===== src/wkpc_pkg.sv =====
`default_nettype none

package wkpc_pkg;

  // Default number of digits a PIN may hold.
  localparam int PIN_CAPACITY_DEF = 16;
  // Widest digit count over the supported capacity range (up to 127 digits).
  localparam int CMD_CNT_W = 7;

  localparam int CODE_W    = 64;
  localparam int BITS_W    = 7;
  localparam int DIGIT_W   = 4;
  localparam int TIMEOUT_W = 20;

  localparam logic [TIMEOUT_W-1:0] IDLE_TIMEOUT_RST = TIMEOUT_W'(10000);

  localparam logic [BITS_W-1:0] KEY4_BITS  = BITS_W'(4);
  localparam logic [BITS_W-1:0] KEY8_BITS  = BITS_W'(8);
  localparam logic [BITS_W-1:0] CARD26_BITS = BITS_W'(26);
  localparam logic [BITS_W-1:0] CARD34_BITS = BITS_W'(34);
  localparam logic [DIGIT_W-1:0] FIRST_TERM_KEY = DIGIT_W'(10);

  localparam int QUEUE_DEPTH = 2;

  typedef enum logic [1:0] {
    OP_APPEND = 2'd0,
    OP_CARD   = 2'd1,
    OP_DRAIN  = 2'd2
  } cmd_op_t;

  // Command from the front end to the back end. For an append, cnt holds the
  // store index; for a drain, it holds the number of stored digits.
  typedef struct packed {
    cmd_op_t                op;
    logic [CODE_W-1:0]      code;
    logic [BITS_W-1:0]      bits;
    logic [DIGIT_W-1:0]     digit;
    logic [CMD_CNT_W-1:0]   cnt;
  } cmd_t;

endpackage

`default_nettype wire


===== src/wkpc_if.sv =====
`default_nettype none

interface wkpc_in_if;
  logic        valid;
  logic        ready;
  logic        action;
  logic [63:0] frame_code;
  logic [6:0]  frame_bits;
  logic        locked;

  modport source (output valid, output action, output frame_code, output frame_bits,
                  output locked, input ready);
  modport sink   (input valid, input action, input frame_code, input frame_bits,
                  input locked, output ready);
endinterface

interface wkpc_out_if;
  logic        valid;
  logic        ready;
  logic        kind;
  logic [63:0] card_code;
  logic [3:0]  pin_digit;
  logic [6:0]  source_bits;
  logic        last;

  modport source (output valid, output kind, output card_code, output pin_digit,
                  output source_bits, output last, input ready);
  modport sink   (input valid, input kind, input card_code, input pin_digit,
                  input source_bits, input last, output ready);
endinterface

`default_nettype wire


===== src/wkpc_front.sv =====
`default_nettype none

module wkpc_front #(
  parameter int PinCapacity = wkpc_pkg::PIN_CAPACITY_DEF
) (
  input  wire logic                           clk,
  input  wire logic                           rst,
  input  wire logic                           cfg_wr_en,
  input  wire logic [wkpc_pkg::TIMEOUT_W-1:0] cfg_wr_data,
  wkpc_in_if.sink                             in_ch,
  input  wire logic                           q_full,
  output      logic                           q_push,
  output      wkpc_pkg::cmd_t                 q_data
);
  import wkpc_pkg::*;

  localparam int CNT_W = $clog2(PinCapacity + 1);

  logic [TIMEOUT_W-1:0] idle_timeout_ticks;
  logic [CNT_W-1:0]     digit_count, digit_count_next;
  logic [TIMEOUT_W-1:0] idle_ticks, idle_ticks_next;

  logic             in_acc;
  logic [CNT_W-1:0] cnt_eff;
  logic             is_key;
  logic             key_ok;
  logic [DIGIT_W-1:0] key;
  logic [CODE_W-1:0]  card;
  logic             want_push;

  assign in_ch.ready = !q_full;
  assign in_acc      = in_ch.valid && in_ch.ready;

  always_comb begin
    key    = in_ch.frame_code[3:0];
    is_key = (in_ch.frame_bits == KEY4_BITS) || (in_ch.frame_bits == KEY8_BITS);
    key_ok = (in_ch.frame_bits == KEY4_BITS) || (in_ch.frame_code[7:4] == ~key);

    card = in_ch.frame_code;
    if (in_ch.frame_bits == CARD26_BITS) begin
      card = {40'd0, in_ch.frame_code[24:1]};
    end else if (in_ch.frame_bits == CARD34_BITS) begin
      card = {32'd0, in_ch.frame_code[32:1]};
    end

    // A stale partial PIN is dropped before the item itself is looked at.
    cnt_eff = digit_count;
    if ((digit_count != '0) && (idle_ticks > idle_timeout_ticks)) begin
      cnt_eff = '0;
    end

    digit_count_next = digit_count;
    idle_ticks_next  = idle_ticks;
    want_push        = 1'b0;
    q_data.op        = OP_CARD;
    q_data.code      = card;
    q_data.bits      = in_ch.frame_bits;
    q_data.digit     = key;
    q_data.cnt       = CMD_CNT_W'(cnt_eff);

    if (in_ch.locked) begin
      digit_count_next = cnt_eff;
      if (in_ch.action) begin
        if (idle_ticks != '1) begin
          idle_ticks_next = idle_ticks + TIMEOUT_W'(1);
        end
      end else if (is_key) begin
        if (key_ok) begin
          if (key < FIRST_TERM_KEY) begin
            if (cnt_eff != CNT_W'(PinCapacity)) begin
              want_push        = 1'b1;
              q_data.op        = OP_APPEND;
              digit_count_next = cnt_eff + CNT_W'(1);
              idle_ticks_next  = '0;
            end
          end else begin
            want_push        = (cnt_eff != '0);
            q_data.op        = OP_DRAIN;
            digit_count_next = '0;
          end
        end
      end else begin
        want_push = 1'b1;
      end
    end
  end

  assign q_push = in_acc && want_push;

  always_ff @(posedge clk) begin
    if (rst) begin
      idle_timeout_ticks <= IDLE_TIMEOUT_RST;
      digit_count        <= '0;
      idle_ticks         <= '0;
    end else begin
      if (cfg_wr_en) begin
        idle_timeout_ticks <= cfg_wr_data;
      end
      if (in_acc) begin
        digit_count <= digit_count_next;
        idle_ticks  <= idle_ticks_next;
      end
    end
  end

`ifndef SYNTHESIS
  a_count_range: assert property (@(posedge clk) disable iff (rst)
    digit_count <= CNT_W'(PinCapacity))
    else $error("digit count above capacity");

  a_unlocked_no_effect: assert property (@(posedge clk) disable iff (rst)
    in_acc && !in_ch.locked |=> $stable(digit_count) && $stable(idle_ticks))
    else $error("unlocked item changed PIN state");

  a_push_on_accept: assert property (@(posedge clk) disable iff (rst)
    q_push |-> in_acc && !q_full)
    else $error("command pushed without an accepted request");
`endif

endmodule

`default_nettype wire


===== src/wkpc_queue.sv =====
`default_nettype none

module wkpc_queue (
  input  wire logic           clk,
  input  wire logic           rst,
  input  wire logic           push,
  input  wire wkpc_pkg::cmd_t push_data,
  output      logic           full,
  input  wire logic           pop,
  output      logic           not_empty,
  output      wkpc_pkg::cmd_t head
);
  import wkpc_pkg::*;

  localparam int PTR_W = (QUEUE_DEPTH > 1) ? $clog2(QUEUE_DEPTH) : 1;
  localparam int LVL_W = $clog2(QUEUE_DEPTH + 1);

  cmd_t             slots [QUEUE_DEPTH];
  logic [PTR_W-1:0] wr_ptr;
  logic [PTR_W-1:0] rd_ptr;
  logic [LVL_W-1:0] level;
  logic             do_push;
  logic             do_pop;

  assign full      = (level == LVL_W'(QUEUE_DEPTH));
  assign not_empty = (level != '0);
  assign head      = slots[rd_ptr];
  assign do_push   = push && !full;
  assign do_pop    = pop && not_empty;

  always_ff @(posedge clk) begin
    if (do_push) begin
      slots[wr_ptr] <= push_data;
    end
  end

  always_ff @(posedge clk) begin
    if (rst) begin
      wr_ptr <= '0;
      rd_ptr <= '0;
      level  <= '0;
    end else begin
      if (do_push) begin
        wr_ptr <= (wr_ptr == PTR_W'(QUEUE_DEPTH - 1)) ? '0 : wr_ptr + PTR_W'(1);
      end
      if (do_pop) begin
        rd_ptr <= (rd_ptr == PTR_W'(QUEUE_DEPTH - 1)) ? '0 : rd_ptr + PTR_W'(1);
      end
      if (do_push && !do_pop) begin
        level <= level + LVL_W'(1);
      end else if (do_pop && !do_push) begin
        level <= level - LVL_W'(1);
      end
    end
  end

endmodule

`default_nettype wire


===== src/wkpc_back.sv =====
`default_nettype none

module wkpc_back #(
  parameter int PinCapacity = wkpc_pkg::PIN_CAPACITY_DEF
) (
  input  wire logic           clk,
  input  wire logic           rst,
  input  wire logic           q_not_empty,
  input  wire wkpc_pkg::cmd_t q_head,
  output      logic           q_pop,
  wkpc_out_if.source          out_ch
);
  import wkpc_pkg::*;

  localparam int CNT_W = $clog2(PinCapacity + 1);
  localparam int IDX_W = (PinCapacity > 1) ? $clog2(PinCapacity) : 1;

  typedef enum logic [1:0] {
    ST_IDLE  = 2'b01,
    ST_DRAIN = 2'b10
  } back_state_t;

  back_state_t state, state_next;

  logic [DIGIT_W-1:0] digit_mem [PinCapacity];
  logic [DIGIT_W-1:0] rd_data;
  logic [IDX_W-1:0]   rd_addr;
  logic               mem_we;

  logic [CNT_W-1:0]  drain_cnt;
  logic [CNT_W-1:0]  drain_idx;
  logic [CNT_W-1:0]  drain_idx_inc;
  logic [BITS_W-1:0] drain_bits;
  logic              last_hit;

  logic              out_free;
  logic              pop_card;
  logic              pop_drain;
  logic              emit_digit;

  logic              out_valid;
  logic              out_kind;
  logic [CODE_W-1:0] out_code;
  logic [DIGIT_W-1:0] out_digit;
  logic [BITS_W-1:0] out_bits;
  logic              out_last;

  assign out_free      = !out_valid || out_ch.ready;
  assign drain_idx_inc = drain_idx + CNT_W'(1);
  assign last_hit      = (drain_idx_inc == drain_cnt);
  assign emit_digit    = (state == ST_DRAIN) && out_free;

  always_comb begin
    q_pop      = 1'b0;
    pop_card   = 1'b0;
    pop_drain  = 1'b0;
    mem_we     = 1'b0;
    state_next = state;
    rd_addr    = '0;
    case (state)
      ST_IDLE: begin
        if (q_not_empty) begin
          case (q_head.op)
            OP_APPEND: begin
              q_pop  = 1'b1;
              mem_we = 1'b1;
            end
            OP_CARD: begin
              q_pop    = out_free;
              pop_card = out_free;
            end
            OP_DRAIN: begin
              q_pop      = 1'b1;
              pop_drain  = 1'b1;
              state_next = ST_DRAIN;
            end
            default: begin
              q_pop = 1'b1;
            end
          endcase
        end
      end
      ST_DRAIN: begin
        // The read for the next digit goes out in the cycle the current one
        // is handed to the output register, so one digit leaves per cycle while the output register is free.
        rd_addr = emit_digit ? drain_idx_inc[IDX_W-1:0] : drain_idx[IDX_W-1:0];
        if (emit_digit && last_hit) begin
          state_next = ST_IDLE;
        end
      end
      default: begin
        state_next = ST_IDLE;
      end
    endcase
  end

  always_ff @(posedge clk) begin
    if (mem_we) begin
      digit_mem[q_head.cnt[IDX_W-1:0]] <= q_head.digit;
    end
    rd_data <= digit_mem[rd_addr];
  end

  always_ff @(posedge clk) begin
    if (pop_drain) begin
      drain_cnt  <= q_head.cnt[CNT_W-1:0];
      drain_bits <= q_head.bits;
      drain_idx  <= '0;
    end else if (emit_digit) begin
      drain_idx <= drain_idx_inc;
    end
  end

  always_ff @(posedge clk) begin
    if (pop_card) begin
      out_kind  <= 1'b0;
      out_code  <= q_head.code;
      out_digit <= '0;
      out_bits  <= q_head.bits;
      out_last  <= 1'b1;
    end else if (emit_digit) begin
      out_kind  <= 1'b1;
      out_code  <= '0;
      out_digit <= rd_data;
      out_bits  <= drain_bits;
      out_last  <= last_hit;
    end
  end

  always_ff @(posedge clk) begin
    if (rst) begin
      state     <= ST_IDLE;
      out_valid <= 1'b0;
    end else begin
      state <= state_next;
      if (pop_card || emit_digit) begin
        out_valid <= 1'b1;
      end else if (out_ch.ready) begin
        out_valid <= 1'b0;
      end
    end
  end

  assign out_ch.valid       = out_valid;
  assign out_ch.kind        = out_kind;
  assign out_ch.card_code   = out_code;
  assign out_ch.pin_digit   = out_digit;
  assign out_ch.source_bits = out_bits;
  assign out_ch.last        = out_last;

`ifndef SYNTHESIS
  a_drain_index: assert property (@(posedge clk) disable iff (rst)
    state == ST_DRAIN |-> drain_idx < drain_cnt)
    else $error("drain index past stored digit count");

  a_drain_ends: assert property (@(posedge clk) disable iff (rst)
    emit_digit && last_hit |=> state == ST_IDLE && out_valid && out_last)
    else $error("drain did not end on the last digit");

  a_card_loaded: assert property (@(posedge clk) disable iff (rst)
    pop_card |=> out_valid && !out_kind && out_last)
    else $error("card command not placed in output register");

  a_no_pop_in_drain: assert property (@(posedge clk) disable iff (rst)
    state == ST_DRAIN |-> !q_pop)
    else $error("queue popped during a drain");
`endif

endmodule

`default_nettype wire


===== src/wiegand_keypad_pin_collector.sv =====
`default_nettype none

// Path: a card request goes through the command queue into the output register; a PIN
//   terminator's stored digits leave one a cycle while the output register is free.
// Throughput: one request a cycle is accepted while the two-entry command queue has
//   room; a terminator holds the digit drain unit until its last digit is handed out.
// Reset: synchronous, active high; clears the digit count, idle count, queue and
//   output valid, and loads the idle timeout with 10000. The digit store is not cleared.
module wiegand_keypad_pin_collector #(
  parameter int PinCapacity = wkpc_pkg::PIN_CAPACITY_DEF
) (
  input  wire logic                           clk,
  input  wire logic                           rst,
  input  wire logic                           cfg_wr_en,
  input  wire logic [wkpc_pkg::TIMEOUT_W-1:0] cfg_wr_data,
  wkpc_in_if.sink                             in_ch,
  wkpc_out_if.source                          out_ch
);
  import wkpc_pkg::*;

  logic q_push;
  cmd_t q_push_data;
  logic q_full;
  logic q_pop;
  logic q_not_empty;
  cmd_t q_head;

  wkpc_front #(
    .PinCapacity(PinCapacity)
  ) u_front (
    .clk         (clk),
    .rst         (rst),
    .cfg_wr_en   (cfg_wr_en),
    .cfg_wr_data (cfg_wr_data),
    .in_ch       (in_ch),
    .q_full      (q_full),
    .q_push      (q_push),
    .q_data      (q_push_data)
  );

  wkpc_queue u_queue (
    .clk       (clk),
    .rst       (rst),
    .push      (q_push),
    .push_data (q_push_data),
    .full      (q_full),
    .pop       (q_pop),
    .not_empty (q_not_empty),
    .head      (q_head)
  );

  wkpc_back #(
    .PinCapacity(PinCapacity)
  ) u_back (
    .clk         (clk),
    .rst         (rst),
    .q_not_empty (q_not_empty),
    .q_head      (q_head),
    .q_pop       (q_pop),
    .out_ch      (out_ch)
  );

endmodule

`default_nettype wire


===== src/flat_wrapper.sv =====
// flat-port wrapper written by rule: the top's interface ports become plain ports
module wiegand_keypad_pin_collector_flat import wkpc_pkg::*;
#(
  parameter int PinCapacity = wkpc_pkg::PIN_CAPACITY_DEF
)
  (clk, rst, cfg_wr_en, cfg_wr_data, in_ch_valid, in_ch_action, in_ch_frame_code, in_ch_frame_bits, in_ch_locked, in_ch_ready, out_ch_valid, out_ch_kind, out_ch_card_code, out_ch_pin_digit, out_ch_source_bits, out_ch_last, out_ch_ready);
  wkpc_in_if in_ch_i ();
  wkpc_out_if out_ch_i ();
  input  wire logic clk;
  input  wire logic rst;
  input  wire logic cfg_wr_en;
  input  wire logic [wkpc_pkg::TIMEOUT_W-1:0] cfg_wr_data;
  input wire logic [$bits(in_ch_i.valid)-1:0] in_ch_valid;
  input wire logic [$bits(in_ch_i.action)-1:0] in_ch_action;
  input wire logic [$bits(in_ch_i.frame_code)-1:0] in_ch_frame_code;
  input wire logic [$bits(in_ch_i.frame_bits)-1:0] in_ch_frame_bits;
  input wire logic [$bits(in_ch_i.locked)-1:0] in_ch_locked;
  output wire logic [$bits(in_ch_i.ready)-1:0] in_ch_ready;
  output wire logic [$bits(out_ch_i.valid)-1:0] out_ch_valid;
  output wire logic [$bits(out_ch_i.kind)-1:0] out_ch_kind;
  output wire logic [$bits(out_ch_i.card_code)-1:0] out_ch_card_code;
  output wire logic [$bits(out_ch_i.pin_digit)-1:0] out_ch_pin_digit;
  output wire logic [$bits(out_ch_i.source_bits)-1:0] out_ch_source_bits;
  output wire logic [$bits(out_ch_i.last)-1:0] out_ch_last;
  input wire logic [$bits(out_ch_i.ready)-1:0] out_ch_ready;
  assign in_ch_i.valid = in_ch_valid;
  assign in_ch_i.action = in_ch_action;
  assign in_ch_i.frame_code = in_ch_frame_code;
  assign in_ch_i.frame_bits = in_ch_frame_bits;
  assign in_ch_i.locked = in_ch_locked;
  assign in_ch_ready = in_ch_i.ready;
  assign out_ch_valid = out_ch_i.valid;
  assign out_ch_kind = out_ch_i.kind;
  assign out_ch_card_code = out_ch_i.card_code;
  assign out_ch_pin_digit = out_ch_i.pin_digit;
  assign out_ch_source_bits = out_ch_i.source_bits;
  assign out_ch_last = out_ch_i.last;
  assign out_ch_i.ready = out_ch_ready;
  wiegand_keypad_pin_collector #(.PinCapacity(PinCapacity)) u_core (.clk(clk), .rst(rst), .cfg_wr_en(cfg_wr_en), .cfg_wr_data(cfg_wr_data), .in_ch(in_ch_i), .out_ch(out_ch_i));
endmodule

===== config.mk =====
export PLATFORM = sky130hd
export DESIGN_NAME = wiegand_keypad_pin_collector_flat
export DESIGN_NICKNAME = d
export VERILOG_FILES = /design/src/wkpc_pkg.sv /design/src/wkpc_if.sv /design/src/wkpc_front.sv /design/src/wkpc_queue.sv /design/src/wkpc_back.sv /design/src/wiegand_keypad_pin_collector.sv /design/src/flat_wrapper.sv
export SDC_FILE = /design/constraint.sdc
export NUM_CORES = 1
export LEC_CHECK = 0
export BUFFER_PORTS_ARGS = -buffer_cell sky130_fd_sc_hd__buf_4
export CAP_MARGIN = 20
export CORE_ASPECT_RATIO = 0.75
export CORE_MARGIN = 2
export CORE_UTILIZATION = 40
export CTS_CLUSTER_DIAMETER = 150
export CTS_CLUSTER_SIZE = 16
export DETAILED_ROUTE_END_ITERATION = 10
export SYNTH_ARGS = -nofsm -noshare
export SYNTH_HDL_FRONTEND = slang
export SYNTH_HIERARCHICAL = 1
export SYNTH_SLANG_ARGS = --single-unit
export TNS_END_PERCENT = 20

===== constraint.sdc =====
create_clock -name clk -period 10.2 [get_ports clk]
set_input_delay 1.02 -clock clk [delete_from_list [all_inputs] [get_ports clk]]
set_output_delay 1.02 -clock clk [all_outputs]
set_load 0.01 [all_outputs]

Word level (Yosys, flattened, before mapping)
Memory sizes are Yosys's and may differ from the RTL's. A register that Yosys moved wholly into a read port is not among the register bits.
Index checks and enable logic that the tools add are counted.
W data, S select, Z words.
{"block": "op_classes", "order_cmp": 2, "n_eq_ne": 17, "reduce_logical": 31, "bitwise_logic": 1, "add_sub_neg": 7, "muxes": 60}
{"op": "$mux W64", "count": 4}
{"op": "$mux W20", "count": 6}
{"op": "$mux W5", "count": 6}
{"op": "$mux W1", "count": 29}
{"op": "$add A20 B1 Y20 const B", "count": 1}
{"op": "$gt A20 B20 Y1", "count": 1}
{"op": "$mux W2", "count": 10}
{"op": "$ne A20 B20 Y1 const B", "count": 1}
{"op": "$reduce_bool A2 Y1", "count": 8}
{"op": "$mux W7", "count": 2}
{"op": "$add A5 B1 Y5 const B", "count": 2}
{"op": "$reduce_bool A5 Y1", "count": 2}
{"op": "$logic_and A1 B1 Y1", "count": 9}
{"op": "$mux W4", "count": 2}
{"op": "$ne A2 B1 Y1 const B", "count": 4}
{"op": "$eq A7 B3 Y1 const B", "count": 1}
{"op": "$eq A7 B4 Y1 const B", "count": 1}
{"op": "$eq A7 B5 Y1 const B", "count": 1}
{"op": "$eq A7 B6 Y1 const B", "count": 1}
{"op": "$reduce_and A7 Y1", "count": 1}
{"op": "$eq A2 B2 Y1 const B", "count": 3}
{"op": "$eq A5 B5 Y1", "count": 1}
{"op": "$ne A5 B5 Y1 const B", "count": 1}
{"op": "$eq A2 B1 Y1 const B", "count": 2}
{"op": "12 further kinds", "count": 19}
{"block": "totals", "ramBits": 228, "memories": 2, "output_inout_bits": 79, "elab_cells": 136, "register_bits": 146, "inputBits": 98}
{"memory": "u_core.u_queue.slots", "depth": 2, "width": 82, "rd": 1, "rd_ports_with_merged_regs": 1, "write_ports": 1, "line_no": "wkpc_queue.sv:18", "source": "cmd_t slots [QUEUE_DEPTH];"}
{"memory": "u_core.u_back.digit_mem", "depth": 16, "width": 4, "rd": 1, "rd_ports_with_merged_regs": 1, "write_ports": 1, "line_no": "wkpc_back.sv:25", "source": "logic [DIGIT_W-1:0] digit_mem [PinCapacity];"}

Depth between registers and ports, before layout
Gate-level depths: netlist (run 1).
{"block": "logic_depth", "ltp_word": 16, "mapped_depth": 18, "ltp_nobuf": 17}

By module
Netlist (run 1), hierarchy kept.
{"mod": "wkpc_back", "seq_area_each_um2": 4774.6, "cells_each": 437, "instances": 1, "area_per_inst_um2": 6561.3}
{"mod": "wkpc_queue", "seq_area_each_um2": 5144.9, "cells_each": 286, "instances": 1, "area_per_inst_um2": 6296.0}
{"mod": "wkpc_front", "seq_area_each_um2": 900.9, "cells_each": 452, "instances": 1, "area_per_inst_um2": 3666.0}

Worst setup path before layout (run 1)
No wires, ideal clock.
{"block": "synth_timing", "path_type": "register to register", "startpoint": "register u_core.u_front.idle_ticks[15]", "endpoint": "memory u_core/u_queue/slots[1][0] (netlist bit) (enable)", "n_path_buf": 1, "slack_ns": 5.147, "stages_incl_launch_ff": 15, "required_time_ns": 9.748, "setup_time_ns": 0.452, "synth_period_minus_slack_ns": 5.053, "t_arrival_ns": 4.602, "cell_sequence": "dfxtp_1 > ha_1 > nand4_2 > or4_4 > o21ai_2 > a31o_2 > buf_6 > nand2_1 > ha_1 > o21ai_0 > a211oi_2 > nor4_1 > inv_1 > nor2_1 > and2_1"}
{"block": "synth_via", "elab_chain_len": 14, "word_cells_on_any_way": 15, "cone_classes": "1 x order compare; 1 x eq/ne; 9 x mux; 4 x reduce/logical"}
{"item": "from (decl)", "line_no": "wkpc_front.sv:21", "source": "logic [TIMEOUT_W-1:0] idle_ticks, idle_ticks_next;"}
{"item": "from (signal assigned)", "line_no": "wkpc_front.sv:101", "source": "idle_ticks <= idle_ticks_next;"}
{"item": "$gt A20 B20 Y1 (*)", "line_no": "wkpc_front.sv:48", "source": "if ((digit_count != '0) && (idle_ticks > idle_timeout_ticks)) begin"}
{"item": "$logic_and A1 B1 Y1 (*)", "line_no": "wkpc_front.sv:48"}
{"item": "$mux W5 (*)", "line_no": "wkpc_front.sv:48"}
{"item": "$ne A5 B5 Y1", "line_no": "wkpc_front.sv:70", "source": "if (cnt_eff != CNT_W'(PinCapacity)) begin"}
{"item": "$mux W1", "line_no": "wkpc_front.sv:70"}
{"item": "$mux W1 (*)", "line_no": "wkpc_front.sv:69", "source": "if (key < FIRST_TERM_KEY) begin"}
{"item": "$mux W1 (*)", "line_no": "wkpc_front.sv:68", "source": "if (key_ok) begin"}
{"item": "$mux W1 (*)", "line_no": "wkpc_front.sv:67", "source": "end else if (is_key) begin"}
{"item": "$mux W1 (*)", "line_no": "wkpc_front.sv:63", "source": "if (in_ch.action) begin"}
{"item": "$mux W1 (*)", "line_no": "wkpc_front.sv:61", "source": "if (in_ch.locked) begin"}
{"item": "$logic_and A1 B1 Y1 (*)", "line_no": "wkpc_front.sv:88", "source": "assign q_push = in_acc && want_push;"}
{"item": "named net u_core.q_push", "line_no": "wiegand_keypad_pin_collector.sv:21", "source": "logic q_push;"}
{"item": "$logic_and A1 B1 Y1 (*)", "line_no": "wkpc_queue.sv:28", "source": "assign do_push = push && !full;"}
{"item": "$mux W1 (*)", "line_no": "wkpc_queue.sv:32", "source": "if (do_push) begin"}
{"item": "$mux W1 (implied by the code) (*)", "line_no": "wkpc_queue.sv:33", "source": "slots[wr_ptr] <= push_data;"}
{"item": "to (decl)", "line_no": "wkpc_queue.sv:18"}
The timed path passes the listed nets; every way through them passes the cells marked *.

Final worst setup path (run 1)
{"block": "layout_timing", "startpoint": "register u_core.u_front.idle_ticks[7]", "endpoint": "memory u_core/u_queue/slots[0][79] (netlist bit) (enable)"}
Same word-level chain as after synthesis.

==> flow_summary.json, run 1 <==
{
  "h-tree-depth": 1,
  "ant_nets": 0,
  "num-nets-final": 1438,
  "final.setup.tns_ns": 0,
  "clk_pin_slew_ns": 0.07,
  "clk_latency_ns": 0.56,
  "final_cell_area_sq_mm": 0.0188,
  "portBuffers": 176,
  "vdd_drop_max_uv": 113,
  "power_switching_share_pct": 23.6,
  "max_slew.worst_pin.slew_ns": 1.07,
  "antenna_found_initial": 1,
  "slew_headroom_pct": 28.9,
  "max_freq_ghz": 0.208,
  "avgSynthCellArea_sq_um": 14.0,
  "maxCapViolations": 0,
  "grt_use_met2_pct": 24.8,
  "dieArea_sq_mm": 0.0426,
  "grt_first_pass_wirelength_microns": 54500,
  "r2r_cells": 14,
  "worstHoldPathType": "reg -> reg",
  "synth_fp_nets": 1289,
  "grt-ovfl-total": 0,
  "drive_above_1_share_pct": 27.1,
  "cts_buffer_depth": 3,
  "final.period_utilization_pct": 47.0,
  "start_kind": "flop",
  "tritoncts": "built",
  "p_switching_mw": 0.747,
  "hold_buffers": 0,
  "finalSetupViolCount": 0,
  "dpl.hpwl_microns": 22900,
  "stdcell_count": 1865,
  "cp.arrival_ns": 4.99,
  "endpoint_kind": "flop",
  "drv_slew": 0,
  "worstPathRequired_ns": 10.39,
  "p_clk_share_pct": 32.1,
  "pwr-share-seq_pct": 56.6,
  "post_cts_buffers": 0,
  "rsz0062_at_grt": "false",
  "outcome": "finished, final reports clean",
  "hold_depth": 2,
  "core_sq_mm": 0.0406,
  "first_pass_iters": 5,
  "rows": 64,
  "ios": 177,
  "yosys_warnings": 6,
  "dpl_cell_area_sq_mm": 0.0180,
  "fin_crit_ns": 4.80,
  "cts_root_buf": "clkbuf_16",
  "die_w_microns": 238,
  "power.internal_mw": 2.42,
  "p_per_area_mw_per_mm2": 168,
  "crit_fanout": 50,
  "grt-busiest-layer": "met2",
  "cts.sinks": 379,
  "initial_utilization_pct": 40.3,
  "path_class": "reg -> reg",
  "drc": 0,
  "dr.first_iter.drc_count": 752,
  "leakage_nw": 6.62,
  "cts-resized-gates": 0,
  "wl_per_cell_microns": 18.8,
  "syn_to_final_growth_pct": 14.8,
  "fp.dieH_microns": 179,
  "drt_wl_total_microns": 35100,
  "viasPerCell": 5.19,
  "p_comb_share_pct": 11.3,
  "grt_max_degree": 79,
  "gr-usage-met1_pct": 24.2,
  "gp_congestion": 0.831,
  "hold_viol": 0,
  "grt_use_met3_pct": 2.69,
  "first_global_vias": 9580,
  "vias": 9674,
  "track_usage_pct": 16.3,
  "dp.cells": 1813,
  "fillers": 3623,
  "fin_skew_ns": 0.0187,
  "synthCells": 1166,
  "numCtsBuffers": 27,
  "syn-cell-area_sq_mm": 0.0164
}
[cell usage in the layout (no fill, tap or decap), types with 5 or more instances in the layout]
cell type  instances
nor4_1             5
o211ai_1           8
nand4_1           11
edfxtp_1         311
mux2i_1           30
mux2_2           113
inv_1             30
o221ai_1          13
nor3_1            13
xor2_1             7
nor2_1            66
o31ai_1           11
buf_4            185
dfxtp_1           67
nand2_1           67
a21oi_1           48
nand3b_1           7
and2_1           101
a211oi_1          11
clkbuf_1          21
and3_1            11
nand2b_1          13
o21ai_0           16
or4_1              9
clkbuf_16         27
nand3_1           10
xnor2_1           10
or3_1              6
ha_1              25
[metrics by stage]
| step | total power [mW] | hold slack [ns] | utilization (%) | setup WS (ns) |
|---|---|---|---|---|
| after floorplan | 2.05 | 0.417 | - | 5.19 |
| after global placement | 2.18 | 0.430 | 44.3 | 5.48 |
| after detailed placement | 2.19 | 0.428 | 44.3 | 5.44 |
| after CTS | 3.20 | 0.437 | 46.2 | 5.40 |
| after global routing | 3.29 | 0.458 | 46.3 | 5.00 |
| final | 3.16 | 0.432 | 46.3 | 5.40 |
[worst paths after layout]
check / slack [ns] / to / start
max: 5.40 / u_core/u_queue/slots[0][79] / u_core/u_front/idle_ticks[7]
min: 0.43 / u_core/u_back/out_ch.pin_digit[1] / u_core/u_back/rd_data[1]
max reg2reg: 5.40 / u_core/u_queue/slots[0][79] / u_core/u_front/idle_ticks[7]
min reg2reg: 0.43 / u_core/u_back/out_ch.pin_digit[1] / u_core/u_back/rd_data[1]
[flip-flops by register name, summed over array words and instances (netlist names), 7 cells and up, named ones only]
signal,cells
u_core/u_front/idle_ticks,20
u_core/u_front/idle_timeout_ticks,20
u_core/u_back/out_ch.source_bits,7
u_core/u_back/digit_mem,64
u_core/u_back/out_ch.card_code,64
u_core/u_back/drain_bits,7
u_core/u_queue/slots,164
[power by group through the flow]
stage,Clock (mW),Combinational [mW],Sequential (mW)
final,1.02,0.356,1.79
after global routing,1.10,0.391,1.80
after CTS,1.05,0.360,1.79
after detailed placement,0,0.358,1.83
after global placement,0,0.355,1.82
after floorplan,0,0.228,1.82
[critical path: stages, from the launching register on]
cell	delay, ns
dfxtp_1	0.42
ha_1	0.29
a21oi_1	0.14
o21ai_0	0.14
a211oi_1	0.58
a31o_2	0.44
nand2_1	0.12
ha_1	0.23
o21ai_0	0.10
a211oi_2	0.07
nor4_1	0.22
inv_1	0.10
or3_1	0.40
clkinv_2	0.47
buf_4	0.67
[final cells by class]
| class | instances | area (sq um) | area share [%] |
|---|---|---|---|
| multi-input cells | 690 | 5120 | 27.3 |
| flip-flops and latches | 379 | 10700 | 57.0 |
| well taps | 528 | 661 | 3.52 |
| repair buffers | 186 | 1400 | 7.47 |
| clock inverters | 2 | 16.3 | 0.0866 |
| diodes | 1 | 2.50 | 0.0133 |
| clock buffers | 48 | 754 | 4.02 |
| inverters | 31 | 118 | 0.626 |
[metal layers]
| layer | wire length (microns) | share of wire [%] |
|---|---|---|
| met5 | 0 | 0 |
| met4 | 643 | 1.8 |
| met3 | 1840 | 5.2 |
| met2 | 15500 | 44 |
| met1 | 17200 | 49 |
(Power assumes the default switching activity.)
==> run 2, diff against run 1 <==
==> constraint.sdc (replaced) <==
create_clock -name clk -period 4.97 [get_ports clk]
set_input_delay 0.497 -clock clk [delete_from_list [all_inputs] [get_ports clk]]
set_output_delay 0.497 -clock clk [all_outputs]
set_load 0.01 [all_outputs]
==> flow_summary.json, run 2 (same netlist as run 1, synthesis figures left out) <==
{
  "outcome": "finished, final reports clean",
  "portBuffers": 176,
  "hold_buffers": 0,
  "hold_viol": 0,
  "slew_headroom_pct": 28.2,
  "max_freq_ghz": 0.239,
  "cp_common_cell": "ha_1",
  "drive_above_1_share_pct": 27.2,
  "final.setup.tns_ns": 0,
  "cp.arrival_ns": 4.42,
  "min_from": "in_ch_frame_bits[6]",
  "hold_depth": 1,
  "cpPeakStageDelay_ns": 0.59,
  "gp_congestion": 0.848,
  "multi_input_area_sq_mm": 0.00512,
  "seq_area_sq_mm": 0.0107,
  "crit_fanout": 33,
  "syn_to_final_growth_pct": 15.0,
  "dp.cells": 1816,
  "wl_per_cell_microns": 18.6,
  "cts.sinks": 379,
  "tritoncts": "built",
  "initial_utilization_pct": 40.3,
  "rows": 64,
  "die_w_microns": 238,
  "final.period_utilization_pct": 84.2,
  "worstPathRequired_ns": 5.21,
  "first_global_vias": 9480,
  "track_usage_pct": 16.3,
  "ios": 177,
  "num-nets-final": 1440,
  "reg2reg_slack_ns": 0.78,
  "cts-resized-gates": 0,
  "rsz0062_at_grt": "false",
  "fillers": 3656,
  "r2r_cells": 14,
  "drt_wl_total_microns": 34800,
  "worstPathCellList": "ha_1 -> nand4_2 -> or4_4 -> o21ai_2 -> a31o_2 -> nand2_1 -> ha_1 -> o21ai_0 -> a211oi_2 -> nor4_1 -> inv_1 -> or3_1 -> clkinv_2 -> buf_12",
  "start_kind": "flop",
  "regMostFlops": "u_core/u_queue/slots",
  "cp_slowest_cell": "or4_4",
  "dpl.hpwl_microns": 22900,
  "path_class": "reg -> reg",
  "p_clk_share_pct": 31.8,
  "grt_first_pass_wirelength_microns": 54100,
  "numCtsBuffers": 27,
  "fin_crit_ns": 4.19,
  "fin_skew_ns": 0.0112,
  "finalSetupViolCount": 0,
  "final_common_cell": "edfxtp_1",
  "cts_buffer_depth": 3,
  "p_switching_mw": 1.52,
  "r2r_end": "u_core/u_queue/slots[0][59]",
  "first_pass_iters": 5,
  "diodes": 0,
  "hold_path_end": "u_core/u_queue/slots[0][17]",
  "drc": 0,
  "clk_pin_slew_ns": 0.07,
  "power_switching_share_pct": 23.5,
  "clk_latency_ns": 0.55,
  "h-tree-depth": 1,
  "pwr-share-seq_pct": 56.7,
  "max_slew.worst_pin.slew_ns": 1.08,
  "stdcell_count": 1865,
  "vias": 9522,
  "final_cell_mix": "311 x edfxtp_1, 185 x buf_4, 113 x mux2_2",
  "endpoint_kind": "flop",
  "dr.first_iter.drc_count": 571,
  "drv_slew": 0,
  "p_per_area_mw_per_mm2": 344,
  "ant_nets": 0,
  "cts_root_buf": "clkbuf_16",
  "core_sq_mm": 0.0406,
  "largest_reg_flops": 164,
  "viasPerCell": 5.11,
  "power.internal_mw": 4.96,
  "dieArea_sq_mm": 0.0426,
  "antenna_found_initial": 0,
  "worstHoldPathType": "in -> reg",
  "post_cts_buffers": 0,
  "vdd_drop_max_uv": 232,
  "grt_max_degree": 79,
  "leakage_nw": 6.64,
  "grt-ovfl-total": 0,
  "maxCapViolations": 0,
  "fp.dieH_microns": 179,
  "r2r-start": "u_core/u_front/idle_ticks[15]",
  "holdWs_ns": 0.149,
  "p_comb_share_pct": 11.5
}
run 2: cell count changes in the layout (fill, tap and decap cells not counted), sizes merged:
cell   previous run  this run
buf             186       188
diode             1         0
inv              31        30
run 2: worst max path at each step:
stage / to / startpoint / depth (start not counted)
global placement: u_core/u_queue/slots[0][78] / u_core/u_front/idle_ticks[15] / 14
CTS: u_core/u_queue/slots[0][61] / u_core/u_front/idle_ticks[15] / 14
global route: u_core/u_queue/slots[0][76] / u_core/u_front/idle_ticks[15] / 14
finish: u_core/u_queue/slots[0][59] / u_core/u_front/idle_ticks[15] / 14
floorplan: u_core/u_queue/slots[0][0] / u_core/u_front/idle_ticks[15] / 14
detailed placement: u_core/u_queue/slots[0][78] / u_core/u_front/idle_ticks[15] / 14
run 2: per-stage QoR:
stage	worst slack (ns)	cell area (sq um)	power (mW)	util [%]
after floorplan	0.0732	16400	4.21	-
after global placement	0.854	18100	4.49	44.5
after detailed placement	0.794	18100	4.50	44.5
after CTS	0.772	18800	6.56	46.4
after global routing	0.439	18800	6.75	46.4
final	0.784	18800	6.48	46.4
run 2: area by class of cell:
| class | instances | share of cell area (%) |
|---|---|---|
| sequential | 379 | 56.9 |
| timing repair buffer | 188 | 7.70 |
| multi-input combinational | 690 | 27.2 |
| tap | 528 | 3.51 |
| clock inverter | 1 | 0.0399 |
| clock buffer | 48 | 4.01 |
| inverter | 31 | 0.625 |
run 2: critical path: cells and delay by family (launching register included):
| kind | cells | cell delay, ns |
|---|---|---|
| AO/OA/AOI/OAI | 4 | 0.64 |
| buffers and inverters | 3 | 0.76 |
| AND/OR/NAND/NOR | 5 | 1.49 |
| adder cells (fa/ha/maj) | 2 | 0.57 |
| flip-flops | 1 | 0.37 |
run 2: power groups by stage:
stage          clock (mW)  combinational [mW]  sequential (mW)
5_1_grt              2.25               0.823             3.68
6_report             2.06               0.745             3.67
2_1_floorplan           0               0.468             3.74
4_1_cts              2.13               0.759             3.67
3_3_place_gp            0               0.748             3.74
3_5_place_dp            0               0.754             3.74
run 2: per-layer routing:
layer	vias to the layer above	track usage (%)	share of wire, %
met4	0	3.28	1.7
li1	4622	-	-
met1	4655	24.6	50
met5	-	0	0
met2	210	24.8	44
met3	35	2.46	4.3
==> run 3, diff against run 2 <==
==> constraint.sdc (replaced) <==
create_clock -name clk -period 3.95 [get_ports clk]
set_input_delay 0.395 -clock clk [delete_from_list [all_inputs] [get_ports clk]]
set_output_delay 0.395 -clock clk [all_outputs]
set_load 0.01 [all_outputs]
==> flow_summary.json, run 3 (same netlist as run 1, synthesis figures left out) <==
{
  "diodes": 0,
  "largest_reg_flops": 164,
  "final_cell_area_sq_mm": 0.0191,
  "rsz0062_at_grt": "false",
  "worstHoldPathType": "in -> reg",
  "fp.dieH_microns": 179,
  "dpl.hpwl_microns": 23100,
  "die_w_microns": 238,
  "portBuffers": 176,
  "crit_fanout": 29,
  "first_global_vias": 9362,
  "path_delay_family": "simple AND/OR/NAND/NOR gates",
  "start_kind": "flop",
  "slew_headroom_pct": 44.5,
  "drive_above_1_share_pct": 28.9,
  "vias": 9658,
  "cp_common_cell": "o21ai_2",
  "h-tree-depth": 1,
  "grt-ovfl-total": 0,
  "finalSetupViolCount": 0,
  "path_class": "reg -> reg",
  "leakage_nw": 6.70,
  "ios": 177,
  "core_sq_mm": 0.0406,
  "cts_buffer_depth": 3,
  "syn_to_final_growth_pct": 16.7,
  "max_freq_ghz": 0.266,
  "worstPathCellList": "ha_1 -> nand4_1 -> or4_4 -> o21ai_2 -> a31o_4 -> nand2_2 -> ha_4 -> o21ai_2 -> a211oi_2 -> nor4_2 -> inv_1 -> or3_4 -> clkinvlp_4 -> buf_4 -> buf_12",
  "cts_root_buf": "clkbuf_16",
  "gp_congestion": 0.799,
  "drt_wl_total_microns": 35000,
  "viasPerCell": 5.16,
  "regMostFlops": "u_core/u_queue/slots",
  "cts.sinks": 379,
  "drc": 0,
  "dr.first_iter.drc_count": 593,
  "antenna_found_initial": 0,
  "reg2reg_slack_ns": 0.19,
  "maxCapViolations": 0,
  "worstPathRequired_ns": 4.20,
  "critical_path_buf_inv_count": 4,
  "numCtsBuffers": 27,
  "clk_latency_ns": 0.56,
  "final_cell_mix": "311 x edfxtp_1, 187 x buf_4, 113 x mux2_2",
  "tritoncts": "built",
  "hold_viol": 0,
  "clk_pin_slew_ns": 0.08,
  "fin_crit_ns": 3.76,
  "final.period_utilization_pct": 95.2,
  "dieArea_sq_mm": 0.0426,
  "outcome": "finished, final reports clean",
  "fin_skew_ns": 0.0138,
  "grt_max_degree": 79,
  "cp_slowest_cell": "or4_4",
  "num-nets-final": 1448,
  "vdd_drop_max_uv": 276,
  "grt_first_pass_wirelength_microns": 53000,
  "final_common_cell": "edfxtp_1",
  "rows": 64,
  "wl_per_cell_microns": 18.7,
  "hold_buffers": 0,
  "max_slew.worst_pin.slew_ns": 0.832,
  "endpoint_kind": "flop",
  "first_pass_iters": 5,
  "drv_slew": 0,
  "initial_utilization_pct": 40.3,
  "dpl_cell_area_sq_mm": 0.0182,
  "p_per_area_mw_per_mm2": 428,
  "cpPeakStageDelay_ns": 0.58,
  "timing.final.ws_setup_ns": 0.189,
  "track_usage_pct": 15.9,
  "cp.arrival_ns": 4.01,
  "ant_nets": 0,
  "dp_slack_ns": 0.0750
}
-- run 3: stage by stage --
step | hold slack, ns | instances | total power, mW | utilization, % | TNS (ns)
global route | 0.0252 | 1873 | 8.53 | 47.0 | 0
CTS | 0.0206 | 1869 | 8.29 | 46.8 | 0
detailed placement | 0.426 | 1820 | 5.67 | 44.9 | 0
finish | 0.0481 | 1873 | 8.18 | 47.0 | 0
global placement | 0.424 | 1820 | 5.65 | 44.9 | 0
floorplan | 0.417 | 1166 | 5.30 | - | -15.69
-- run 3: worst paths after layout --
check	start	endpoint	depth (start not counted)
worst min-delay path	in_ch_frame_bits[6]	u_core/u_queue/slots[1][17]	1
worst max-delay path	u_core/u_front/idle_ticks[6]	u_core/u_queue/slots[0][36]	15
worst min register to register	u_core/u_back/rd_data[1]	u_core/u_back/out_ch.pin_digit[1]	2
worst max register to register	u_core/u_front/idle_ticks[6]	u_core/u_queue/slots[0][36]	15
-- run 3: routing by layer --
layer | wire length (microns) | vias up | part of all wire (%) | GRT usage, %
li1 | - | 4635 | - | -
met1 | 17200 | 4736 | 49 | 23.8
met2 | 15400 | 239 | 44 | 24.3
met3 | 1660 | 48 | 4.7 | 2.62
met4 | 728 | 0 | 2.1 | 3.77
met5 | 0 | - | 0 | 0
-- run 3: what timing repair did --
action | CTS | global route
endpoints found under the setup margin | 0 | 78
buffers inserted | 0 | 2
gates resized for setup | 0 | 2
-- run 3: worst register-to-register path, delay by kind of cell (launching register included) --
family / cells / cell delay, ns
AO/OA/AOI/OAI: 4 / 0.56
adder cells (fa/ha/maj): 2 / 0.48
buffers and inverters: 4 / 0.52
flip-flops: 1 / 0.37
AND/OR/NAND/NOR: 5 / 1.50
-- run 3: report_power, final --
part	internal, mW	switching (mW)
clock network	1.29	1.31
registers	4.53	0.0956
logic	0.442	0.514
total	6.26	1.92
-- run 3: area by class of cell --
| class | instances | area [sq um] |
|---|---|---|
| clock buffer | 48 | 754 |
| clock inverter | 1 | 7.51 |
| fill | 3616 | 21500 |
| inverter | 31 | 120 |
| multi-input combinational | 690 | 5250 |
| sequential | 379 | 10700 |
| tap | 528 | 661 |
| timing repair buffer | 196 | 1590 |
